### src/dit_pkg.sv
// Package for the disjoint interval tracker: command and status codes.
// No dependencies.
package dit_pkg;
  localparam logic CMD_ADD  = 1'b0;
  localparam logic CMD_READ = 1'b1;

  typedef enum logic [2:0] {
    ST_COVERED  = 3'd0,
    ST_EXTENDED = 3'd1,
    ST_MERGED   = 3'd2,
    ST_INSERTED = 3'd3,
    ST_FULL     = 3'd4,
    ST_READ     = 3'd5
  } status_t;
endpackage

### src/dit_front.sv
// Front end of the interval tracker: takes commands and queues them for the engine.
// Depends on dit_pkg.
module dit_front #(
  parameter int VALUE_BITS = 16
) (
  input  logic                  clk,
  input  logic                  rst,
  input  logic                  start,
  input  logic                  cmd,
  input  logic [15:0]           value,
  output logic                  busy,
  // queue head toward the engine
  output logic                  q_valid,
  output logic                  q_cmd,
  output logic [VALUE_BITS-1:0] q_value,
  input  logic                  q_pop
);
  import dit_pkg::*;

  // two-word queue: the engine may hold one word while the next one waits
  logic [1:0]            cnt;
  logic                  cmd_q   [2];
  logic [VALUE_BITS-1:0] value_q [2];
  logic                  push;
  logic                  to_head;
  logic [VALUE_BITS-1:0] value_trim;

  assign busy  = (cnt == 2'd2);
  assign push  = start && !busy;
  assign value_trim = VALUE_BITS'(value);

  // new word goes to the head when the head slot is free after this edge
  assign to_head = push && (q_pop ? (cnt == 2'd1) : (cnt == 2'd0));

  assign q_valid = (cnt != 2'd0);
  assign q_cmd   = cmd_q[0];
  assign q_value = value_q[0];

  always_ff @(posedge clk) begin
    if (rst) begin
      cnt <= 2'd0;
    end else begin
      cnt <= cnt + 2'(push) - 2'(q_pop);
    end
  end

  // payload shift: slot 0 is the head
  always_ff @(posedge clk) begin
    if (to_head) begin
      cmd_q[0]   <= cmd;
      value_q[0] <= value_trim;
    end else if (q_pop) begin
      cmd_q[0]   <= cmd_q[1];
      value_q[0] <= value_q[1];
    end
    if (push && !to_head) begin
      cmd_q[1]   <= cmd;
      value_q[1] <= value_trim;
    end
  end

  assert property (@(posedge clk) disable iff (rst) cnt != 2'd3)
    else $error("queue count overflow");
  assert property (@(posedge clk) disable iff (rst) q_pop |-> q_valid)
    else $error("pop from empty queue");
endmodule

### src/dit_engine.sv
// Back end of the interval tracker: searches, edits and reads out the table.
// Depends on dit_pkg. Table arrays are memories local to this module.
module dit_engine #(
  parameter int MAX_RANGES = 32,
  parameter int VALUE_BITS = 16
) (
  input  logic                  clk,
  input  logic                  rst,
  input  logic                  q_valid,
  input  logic                  q_cmd,
  input  logic [VALUE_BITS-1:0] q_value,
  output logic                  q_pop,
  output logic                  strobe,
  output dit_pkg::status_t      status,
  output logic [15:0]           range_low,
  output logic [15:0]           range_high,
  output logic                  is_empty,
  output logic                  last
);
  import dit_pkg::*;

  localparam int IW = $clog2(MAX_RANGES);
  localparam int CW = $clog2(MAX_RANGES + 1);

  typedef enum logic [2:0] {
    S_IDLE, S_SCAN, S_DECIDE, S_SHUP, S_PLACE, S_SHDN, S_READ
  } state_t;

  // table memories: one read and one write port each, registered read
  logic [VALUE_BITS-1:0] lo_mem [MAX_RANGES];
  logic [VALUE_BITS-1:0] hi_mem [MAX_RANGES];
  logic [VALUE_BITS-1:0] lo_rd, hi_rd;
  logic [IW-1:0]         rd_addr;
  logic                  wr_en;
  logic [IW-1:0]         wr_addr;
  logic [VALUE_BITS-1:0] wr_lo, wr_hi;

  state_t                state, state_next;
  logic [CW-1:0]         count, count_next;
  logic [CW-1:0]         idx, idx_next;          // entry now in lo_rd/hi_rd (shift, read)
  logic [CW-1:0]         pos, pos_next;          // first entry with lower end above v
  logic [VALUE_BITS-1:0] v, v_next;
  logic [VALUE_BITS-1:0] left_lo, left_lo_next;  // entry pos-1
  logic [VALUE_BITS-1:0] prev_hi, prev_hi_next;
  logic [VALUE_BITS-1:0] next_lo, next_lo_next;  // entry pos
  logic [VALUE_BITS-1:0] next_hi, next_hi_next;
  logic                  strobe_next, is_empty_next, last_next;
  status_t               status_next;
  logic [15:0]           range_low_next, range_high_next;

  always_ff @(posedge clk) begin
    lo_rd <= lo_mem[rd_addr];
    hi_rd <= hi_mem[rd_addr];
    if (wr_en) begin
      lo_mem[wr_addr] <= wr_lo;
      hi_mem[wr_addr] <= wr_hi;
    end
  end

  // wide compares on v against neighbors
  logic has_left, has_right, left_adj, right_adj, covered;
  logic [VALUE_BITS:0] prev_hi_p1, v_p1;
  assign prev_hi_p1 = {1'b0, prev_hi} + 1'b1;
  assign v_p1       = {1'b0, v} + 1'b1;
  assign has_left   = (pos != '0);
  assign has_right  = (pos < count);
  assign covered    = has_left && (v <= prev_hi);
  assign left_adj   = has_left && (prev_hi_p1 == {1'b0, v});
  assign right_adj  = has_right && (v_p1 == {1'b0, next_lo});

  // sequencer next state, memory control and result word
  always_comb begin
    state_next      = state;
    count_next      = count;
    idx_next        = idx;
    pos_next        = pos;
    v_next          = v;
    left_lo_next    = left_lo;
    prev_hi_next    = prev_hi;
    next_lo_next    = next_lo;
    next_hi_next    = next_hi;
    // add results carry zero ranges and last set
    strobe_next     = 1'b0;
    status_next     = status;
    range_low_next  = '0;
    range_high_next = '0;
    is_empty_next   = 1'b0;
    last_next       = 1'b1;
    rd_addr         = idx[IW-1:0];
    wr_en           = 1'b0;
    wr_addr         = pos[IW-1:0];
    wr_lo           = v;
    wr_hi           = v;
    unique case (state)
      S_IDLE: begin
        if (q_valid) begin
          v_next   = q_value;
          pos_next = '0;
          idx_next = '0;
          rd_addr  = '0;
          if (q_cmd == CMD_READ) begin
            if (count == '0) begin
              strobe_next   = 1'b1;
              status_next   = ST_READ;
              is_empty_next = 1'b1;
            end else begin
              state_next = S_READ;
            end
          end else if (count == '0) begin
            state_next = S_DECIDE;
          end else begin
            state_next = S_SCAN;
          end
        end
      end
      // walk entries until one has lower end above v or none are left
      S_SCAN: begin
        if (lo_rd > v) begin
          next_lo_next = lo_rd;
          next_hi_next = hi_rd;
          state_next   = S_DECIDE;
        end else begin
          prev_hi_next = hi_rd;
          left_lo_next = lo_rd;
          pos_next     = pos + 1'b1;
          if (pos + 1'b1 == count) begin
            state_next = S_DECIDE;
          end else begin
            rd_addr = IW'(pos + 1'b1);
          end
        end
      end
      S_DECIDE: begin
        state_next = S_IDLE;
        if (covered) begin
          strobe_next = 1'b1;
          status_next = ST_COVERED;
        end else if (left_adj && right_adj) begin
          wr_en      = 1'b1;
          wr_addr    = IW'(pos - 1'b1);
          wr_lo      = left_lo;
          wr_hi      = next_hi;
          count_next = count - 1'b1;
          if (pos + 1'b1 < count) begin
            rd_addr    = IW'(pos + 1'b1);
            idx_next   = pos + 1'b1;
            state_next = S_SHDN;
          end else begin
            strobe_next = 1'b1;
            status_next = ST_MERGED;
          end
        end else if (left_adj) begin
          wr_en       = 1'b1;
          wr_addr     = IW'(pos - 1'b1);
          wr_lo       = left_lo;
          wr_hi       = v;
          strobe_next = 1'b1;
          status_next = ST_EXTENDED;
        end else if (right_adj) begin
          wr_en       = 1'b1;
          wr_lo       = v;
          wr_hi       = next_hi;
          strobe_next = 1'b1;
          status_next = ST_EXTENDED;
        end else if (count >= CW'(MAX_RANGES)) begin
          strobe_next = 1'b1;
          status_next = ST_FULL;
        end else if (pos == count) begin
          wr_en       = 1'b1;
          count_next  = count + 1'b1;
          strobe_next = 1'b1;
          status_next = ST_INSERTED;
        end else begin
          rd_addr    = IW'(count - 1'b1);
          idx_next   = count - 1'b1;
          state_next = S_SHUP;
        end
      end
      // move entries up from the top, then place v
      S_SHUP: begin
        wr_en   = 1'b1;
        wr_addr = IW'(idx + 1'b1);
        wr_lo   = lo_rd;
        wr_hi   = hi_rd;
        if (idx == pos) begin
          state_next = S_PLACE;
        end else begin
          rd_addr  = IW'(idx - 1'b1);
          idx_next = idx - 1'b1;
        end
      end
      S_PLACE: begin
        wr_en       = 1'b1;
        count_next  = count + 1'b1;
        strobe_next = 1'b1;
        status_next = ST_INSERTED;
        state_next  = S_IDLE;
      end
      // move entries above the merged one down by one
      S_SHDN: begin
        wr_en   = 1'b1;
        wr_addr = IW'(idx - 1'b1);
        wr_lo   = lo_rd;
        wr_hi   = hi_rd;
        if (idx == count) begin
          strobe_next = 1'b1;
          status_next = ST_MERGED;
          state_next  = S_IDLE;
        end else begin
          rd_addr  = IW'(idx + 1'b1);
          idx_next = idx + 1'b1;
        end
      end
      S_READ: begin
        strobe_next     = 1'b1;
        status_next     = ST_READ;
        range_low_next  = 16'(lo_rd);
        range_high_next = 16'(hi_rd);
        last_next       = (idx + 1'b1 == count);
        if (idx + 1'b1 == count) begin
          state_next = S_IDLE;
        end else begin
          rd_addr  = IW'(idx + 1'b1);
          idx_next = idx + 1'b1;
        end
      end
      default: state_next = S_IDLE;
    endcase
  end

  always_ff @(posedge clk) begin
    if (rst) begin
      state  <= S_IDLE;
      count  <= '0;
      strobe <= 1'b0;
    end else begin
      state  <= state_next;
      count  <= count_next;
      strobe <= strobe_next;
    end
    idx        <= idx_next;
    pos        <= pos_next;
    v          <= v_next;
    left_lo    <= left_lo_next;
    prev_hi    <= prev_hi_next;
    next_lo    <= next_lo_next;
    next_hi    <= next_hi_next;
    status     <= status_next;
    range_low  <= range_low_next;
    range_high <= range_high_next;
    is_empty   <= is_empty_next;
    last       <= last_next;
  end

  assign q_pop = (state == S_IDLE) && q_valid && !rst;

  assert property (@(posedge clk) disable iff (rst) count <= CW'(MAX_RANGES))
    else $error("entry count above capacity");
  assert property (@(posedge clk) disable iff (rst) strobe && status == ST_READ && is_empty
                   |-> last)
    else $error("empty read not marked last");
  assert property (@(posedge clk) disable iff (rst)
                   strobe && status != ST_READ |-> last)
    else $error("add result not marked last");
endmodule

### src/disjoint_interval_tracker.sv
// Top level of the disjoint interval tracker: command front end and table engine.
// Depends on dit_pkg, dit_front, dit_engine.
//
// Usage: raise start with cmd/value while busy is low; the word is taken at that edge.
// cmd add gives one result word with last set and a status code: covered, extended,
// merged, inserted or full (value dropped). cmd read gives one word per stored
// interval in ascending order, last set on the final one; an empty table gives
// one word with is_empty set. Each result word shows for one cycle with strobe.
// An add first scans the stored entries in order up to the first one whose lower
// end is above the value; an insert in the middle then moves each entry above that
// point up by one and places the value, and a merge moves each entry above the
// merged one down by one. A read gives its words one per cycle, in order, with
// no gaps between them.
// The table has one read and one write port: one entry is read or moved each cycle.
// A two-word queue sits in front of the engine, so busy rises only when it fills.
// Reset empties the table and the queue at once; no clearing pass is needed.
// The receiver cannot stall: strobe words must be captured when shown.
module disjoint_interval_tracker #(
  parameter int MAX_RANGES = 32,
  parameter int VALUE_BITS = 16
) (
  input  logic              clk,
  input  logic              rst,
  input  logic              start,
  output logic              busy,
  input  logic              cmd,
  input  logic [15:0]       value,
  output logic              strobe,
  output logic [2:0]        status,
  output logic [15:0]       range_low,
  output logic [15:0]       range_high,
  output logic              is_empty,
  output logic              last
);
  import dit_pkg::*;

  logic                  q_valid, q_cmd, q_pop;
  logic [VALUE_BITS-1:0] q_value;
  status_t               status_e;

  dit_front #(.VALUE_BITS(VALUE_BITS)) u_front (
    .clk, .rst, .start, .cmd, .value, .busy,
    .q_valid, .q_cmd, .q_value, .q_pop
  );

  dit_engine #(.MAX_RANGES(MAX_RANGES), .VALUE_BITS(VALUE_BITS)) u_engine (
    .clk, .rst, .q_valid, .q_cmd, .q_value, .q_pop,
    .strobe, .status(status_e), .range_low, .range_high, .is_empty, .last
  );

  assign status = status_e;
endmodule

### config.mk
export PLATFORM = sky130hd
export DESIGN_NAME = disjoint_interval_tracker
export DESIGN_NICKNAME = d
export VERILOG_FILES = /design/src/dit_pkg.sv /design/src/dit_front.sv /design/src/dit_engine.sv /design/src/disjoint_interval_tracker.sv
export SDC_FILE = /design/constraint.sdc
export NUM_CORES = 2
export LEC_CHECK = 0
export BUFFER_PORTS_ARGS = -buffer_cell sky130_fd_sc_hd__clkbuf_2
export CAP_MARGIN = 20
export CORE_ASPECT_RATIO = 1.4
export CORE_UTILIZATION = 57
export CTS_CLUSTER_DIAMETER = 40
export DETAILED_ROUTE_END_ITERATION = 16
export GPL_TIMING_DRIVEN = 1
export PLACE_DENSITY_LB_ADDON = 0.3
export SYNTH_ARGS = -nofsm -noshare
export SYNTH_HDL_FRONTEND = slang
export SYNTH_SLANG_ARGS = --single-unit
### constraint.sdc
create_clock -name clk -period 5.6 [get_ports clk]
set_input_delay 1.12 -clock clk [delete_from_list [all_inputs] [get_ports clk]]
set_output_delay 1.12 -clock clk [all_outputs]
set_load 0.005 [all_outputs]
==> impl_metrics.py <==
metrics = {
    "finish": {
        "areaGrowthSynthToFinish_pct": 14.9,
        "multi_input_area_sq_um": 13100,
        "antenna_cells": 0,
        "regArea_sq_um": 36200,
        "drive_gt1_share_pct": 13.5,
        "fin_util_pct": 66.3,
        "n_fill_cell": 5972,
        "design_area_sq_um": 57800,
        "final_nets": 3930,
    },
    "die": {
        "start_util_pct": 57.7,
        "die_area_sq_um": 89400,
        "num_rows": 128,
        "coreArea_sq_um": 87100,
        "ios": 59,
        "die_w_microns": 253,
        "die_h_microns": 353,
    },
    "worst_setup_path": {
        "critPathCaptureType": "register",
        "cp_max_fo": 23,
        "cpMostUsedCell": "a21oi_1",
        "crit_chain": "inv_1 > ha_1 > a2111oi_2 > o211ai_1 > or4b_4 > nor4_4 > a21oi_1 > nand2b_1 > a21o_1 > a21oi_1 > or3_1 > nor2_4 > buf_4",
        "crit_slowest_cell": "nor2_4",
        "path_buf_inv": 2,
        "critical-path-top-delay-family": "simple AND/OR/NAND/NOR gates",
        "critPathArrivalTime_ns": 5.73,
        "worstSetupPathType": "reg -> reg",
        "max_stage_delay_ns": 0.93,
        "crit_required_ns": 6.04,
        "start_kind": "register",
    },
    "timing": {
        "clock_skew_ns": 0.0388,
        "maxSlewHeadroom_pct": 21.4,
        "min_period_ns": 5.29,
        "rsz0062_at_grt": "false",
        "report.final.hold_viol_count": 0,
        "holdWs_ns": 0.430,
        "finalMaxSlewViolations": 0,
        "clock.fmax_ghz": 0.189,
        "worstMarginPinSlew_ns": 1.18,
        "setup_viol": 0,
        "period_share_pct": 94.5,
        "setup_slack_ns": 0.305,
    },
    "global_route": {
        "grt_max_degree": 109,
        "grt_pass1_wl_microns": 205000,
        "grt_use_total_pct": 31.4,
        "antenna_found_initial": 0,
        "grt_pass1_vias": 32300,
        "overflow": 0,
    },
    "synth": {
        "synthTopCellsByCount": "edfxtp_1 (1153), a21oi_1 (565), nand2_1 (560), a22oi_1 (338), clkbuf_1 (179)",
        "synth_nets": 3798,
        "synthTopCellsByArea": "edfxtp_1 (69%), a21oi_1 (5.6%), a22oi_1 (5.0%)",
        "syn-cell-area_sq_um": 50300,
        "synth_top_area_share_pct": 68.9,
        "synthDistinctLibCells": 81,
        "synth_edf_count": 1153,
        "yosysSeqAreaShare_pct": 72.0,
        "ys_ff_latch": 1231,
        "ys_async_sr_fraction_pct": 0,
        "synthFlopType": "edfxtp_1",
        "yosys.cell_count.top_type": "edfxtp_1",
        "synth_cells": 3723,
        "ys_warn_count": 0,
        "synth_area_leader_cell": "edfxtp_1",
        "avgSynthCellArea_sq_um": 13.5,
    },
    "routing": {
        "via_per_inst": 6.56,
        "drt_pass1_iterations": 6,
        "vias": 33700,
        "drt_first_iter_violations": 4531,
        "wl_per_cell_microns": 27.5,
        "totalWireLength_microns": 141000,
        "antenna_left": 0,
        "drc_errors": 0,
    },
    "placed_design": {
        "dp_hpwl_microns": 82500,
        "placed_area_sq_um": 53400,
        "dp_slack_ns": -0.0118,
        "gp_congestion": 0.976,
        "port_buffers": 58,
    },
    "clock_tree": {
        "cts_root_buffer": "clkbuf_16",
        "cts_sinks": 1231,
        "h-tree-depth": 3,
        "ctsLongestPathBuffers": 3,
        "cts-buffers-inserted": 121,
        "worstSkewPairLatency_ns": 0.74,
        "cts_hold_buf": 0,
        "clk_pin_slew_ns": 0.06,
        "cts_tree": "done",
    },
    "run": {
        "maxCapViolations": 0,
    },
    "power_and_ir_drop": {
        "cellPowerDensity_nw_per_um2": 694,
        "leakagePower_nw": 19.8,
        "ir_drop_uv": 650,
    },
    "run_status": {
        "status": "finished clean",
    },
    "min_path": {
        "hold_class": "reg -> reg",
    },
}
-- worst register-to-register path, stage by stage (launching register included) --
cell and delay, ns:
dfxtp_1 0.45, inv_1 0.20, ha_1 0.34, a2111oi_2 0.44
o211ai_1 0.18, or4b_4 0.54, nor4_4 0.51, a21oi_1 0.20
nand2b_1 0.12, a21o_1 0.11, a21oi_1 0.13, or3_1 0.52
nor2_4 0.93, buf_4 0.32
-- kinds of logic (layout without fill, tap and decap cells) --
logic type	after synthesis	count (layout)	synth area share, %
buffers and inverters	329	566	2.67
AND/OR/NAND/NOR	895	895	7.90
adder cells (fa/ha/maj)	55	55	1.37
XOR/XNOR	73	73	1.27
flip-flops	1231	1231	72.0
AO/OA/AOI/OAI	1081	1081	13.6
multiplexers	59	59	1.22
-- state kept, by name (all words and copies together), names as in the netlist, 16 cells and up --
name                 count
u_engine.hi_mem        512
u_engine.lo_mem        512
u_front.value_q         32
u_engine.hi_rd          16
u_engine.left_lo        16
u_engine.lo_rd          16
u_engine.next_hi        16
u_engine.next_lo        16
u_engine.prev_hi        16
u_engine.range_high     16
u_engine.range_low      16
u_engine.v              16
-- layout make-up --
class | count | area share, %
timing repair buffer | 261 | 4.41
clock inverter | 79 | 1.71
sequential | 1231 | 62.7
multi-input combinational | 2163 | 22.7
clock buffer | 149 | 5.53
tap | 1170 | 2.53
inverter | 77 | 0.500
-- metal layers --
layer / wire (microns) / part of all wire (%) / track usage, % / vias up
met5: 0 / 0 / 0 / -
met4: 8980 / 6.4 / 18.7 / 0
met3: 14200 / 10 / 5.05 / 459
met2: 68400 / 49 / 51.3 / 2089
met1: 49300 / 35 / 39.6 / 16600
li1: - / - / - / 14500
-- power breakdown --
| group | internal (mW) | leakage, nW | total (mW) | switching [mW] |
|---|---|---|---|---|
| clock network | 4.85 | 2.02 | 8.41 | 3.56 |
| logic | 6.10 | 6.74 | 18.7 | 12.6 |
| registers | 12.2 | 11.1 | 12.9 | 0.757 |
-- layout by cell type (no fill, tap or decap), types with 10 or more instances in the layout --
cell type | synthesis | final
edfxtp_1 | 1153 | 1153
a21oi_1 | 565 | 564
nand2_1 | 560 | 560
a22oi_1 | 338 | 338
buf_4 | 1 | 145
clkbuf_16 | 0 | 122
dfxtp_1 | 78 | 78
inv_1 | 77 | 77
nor2_1 | 96 | 60
clkbuf_2 | 1 | 58
buf_12 | 0 | 57
ha_1 | 55 | 55
nand4_1 | 50 | 50
xnor2_1 | 44 | 44
and3_1 | 43 | 42
mux2i_1 | 41 | 41
a221oi_1 | 40 | 40
nor2_4 | 1 | 36
nand3_1 | 33 | 33
nor3_1 | 31 | 29
xor2_1 | 29 | 29
o21ai_0 | 26 | 26
clkbuf_1 | 179 | 23
a222oi_1 | 18 | 18
mux2_2 | 18 | 18
bufinv_16 | 0 | 16
nor2b_1 | 15 | 15
clkinv_2 | 0 | 15
clkinv_1 | 0 | 15
nor4_1 | 14 | 14
or3_1 | 10 | 10
inv_6 | 0 | 10
-- repair_timing --
action / CTS / global route
endpoints found under the setup margin: 14 / 50
pin swaps: 1 / 3
gates resized for setup: 0 / 1
buffers inserted: 0 / 10
-- worst paths after layout --
| kind | from | endpoint | slack, ns | depth (start not counted) |
|---|---|---|---|---|
| worst min register to register | u_front.value_q[0][2] | u_engine.v[2] | 0.43 | 0 |
| worst max register to register | u_engine.count[5] | u_engine.lo_mem[29][2] | 0.31 | 13 |
| worst min-delay path | u_front.value_q[0][2] | u_engine.v[2] | 0.43 | 0 |
| worst max-delay path | u_engine.count[5] | u_engine.lo_mem[29][2] | 0.31 | 13 |
-- through the flow --
step           std cells  total power [mW]  setup TNS, ns
2_1_floorplan       3723              24.5              0
3_3_place_gp        4890              30.8              0
3_5_place_dp        4892              31.2        -0.0372
4_1_cts             5120              39.6              0
5_1_grt             5130              41.8              0
6_report            5130              40.1              0
Power figures use the tool's default switching activity.
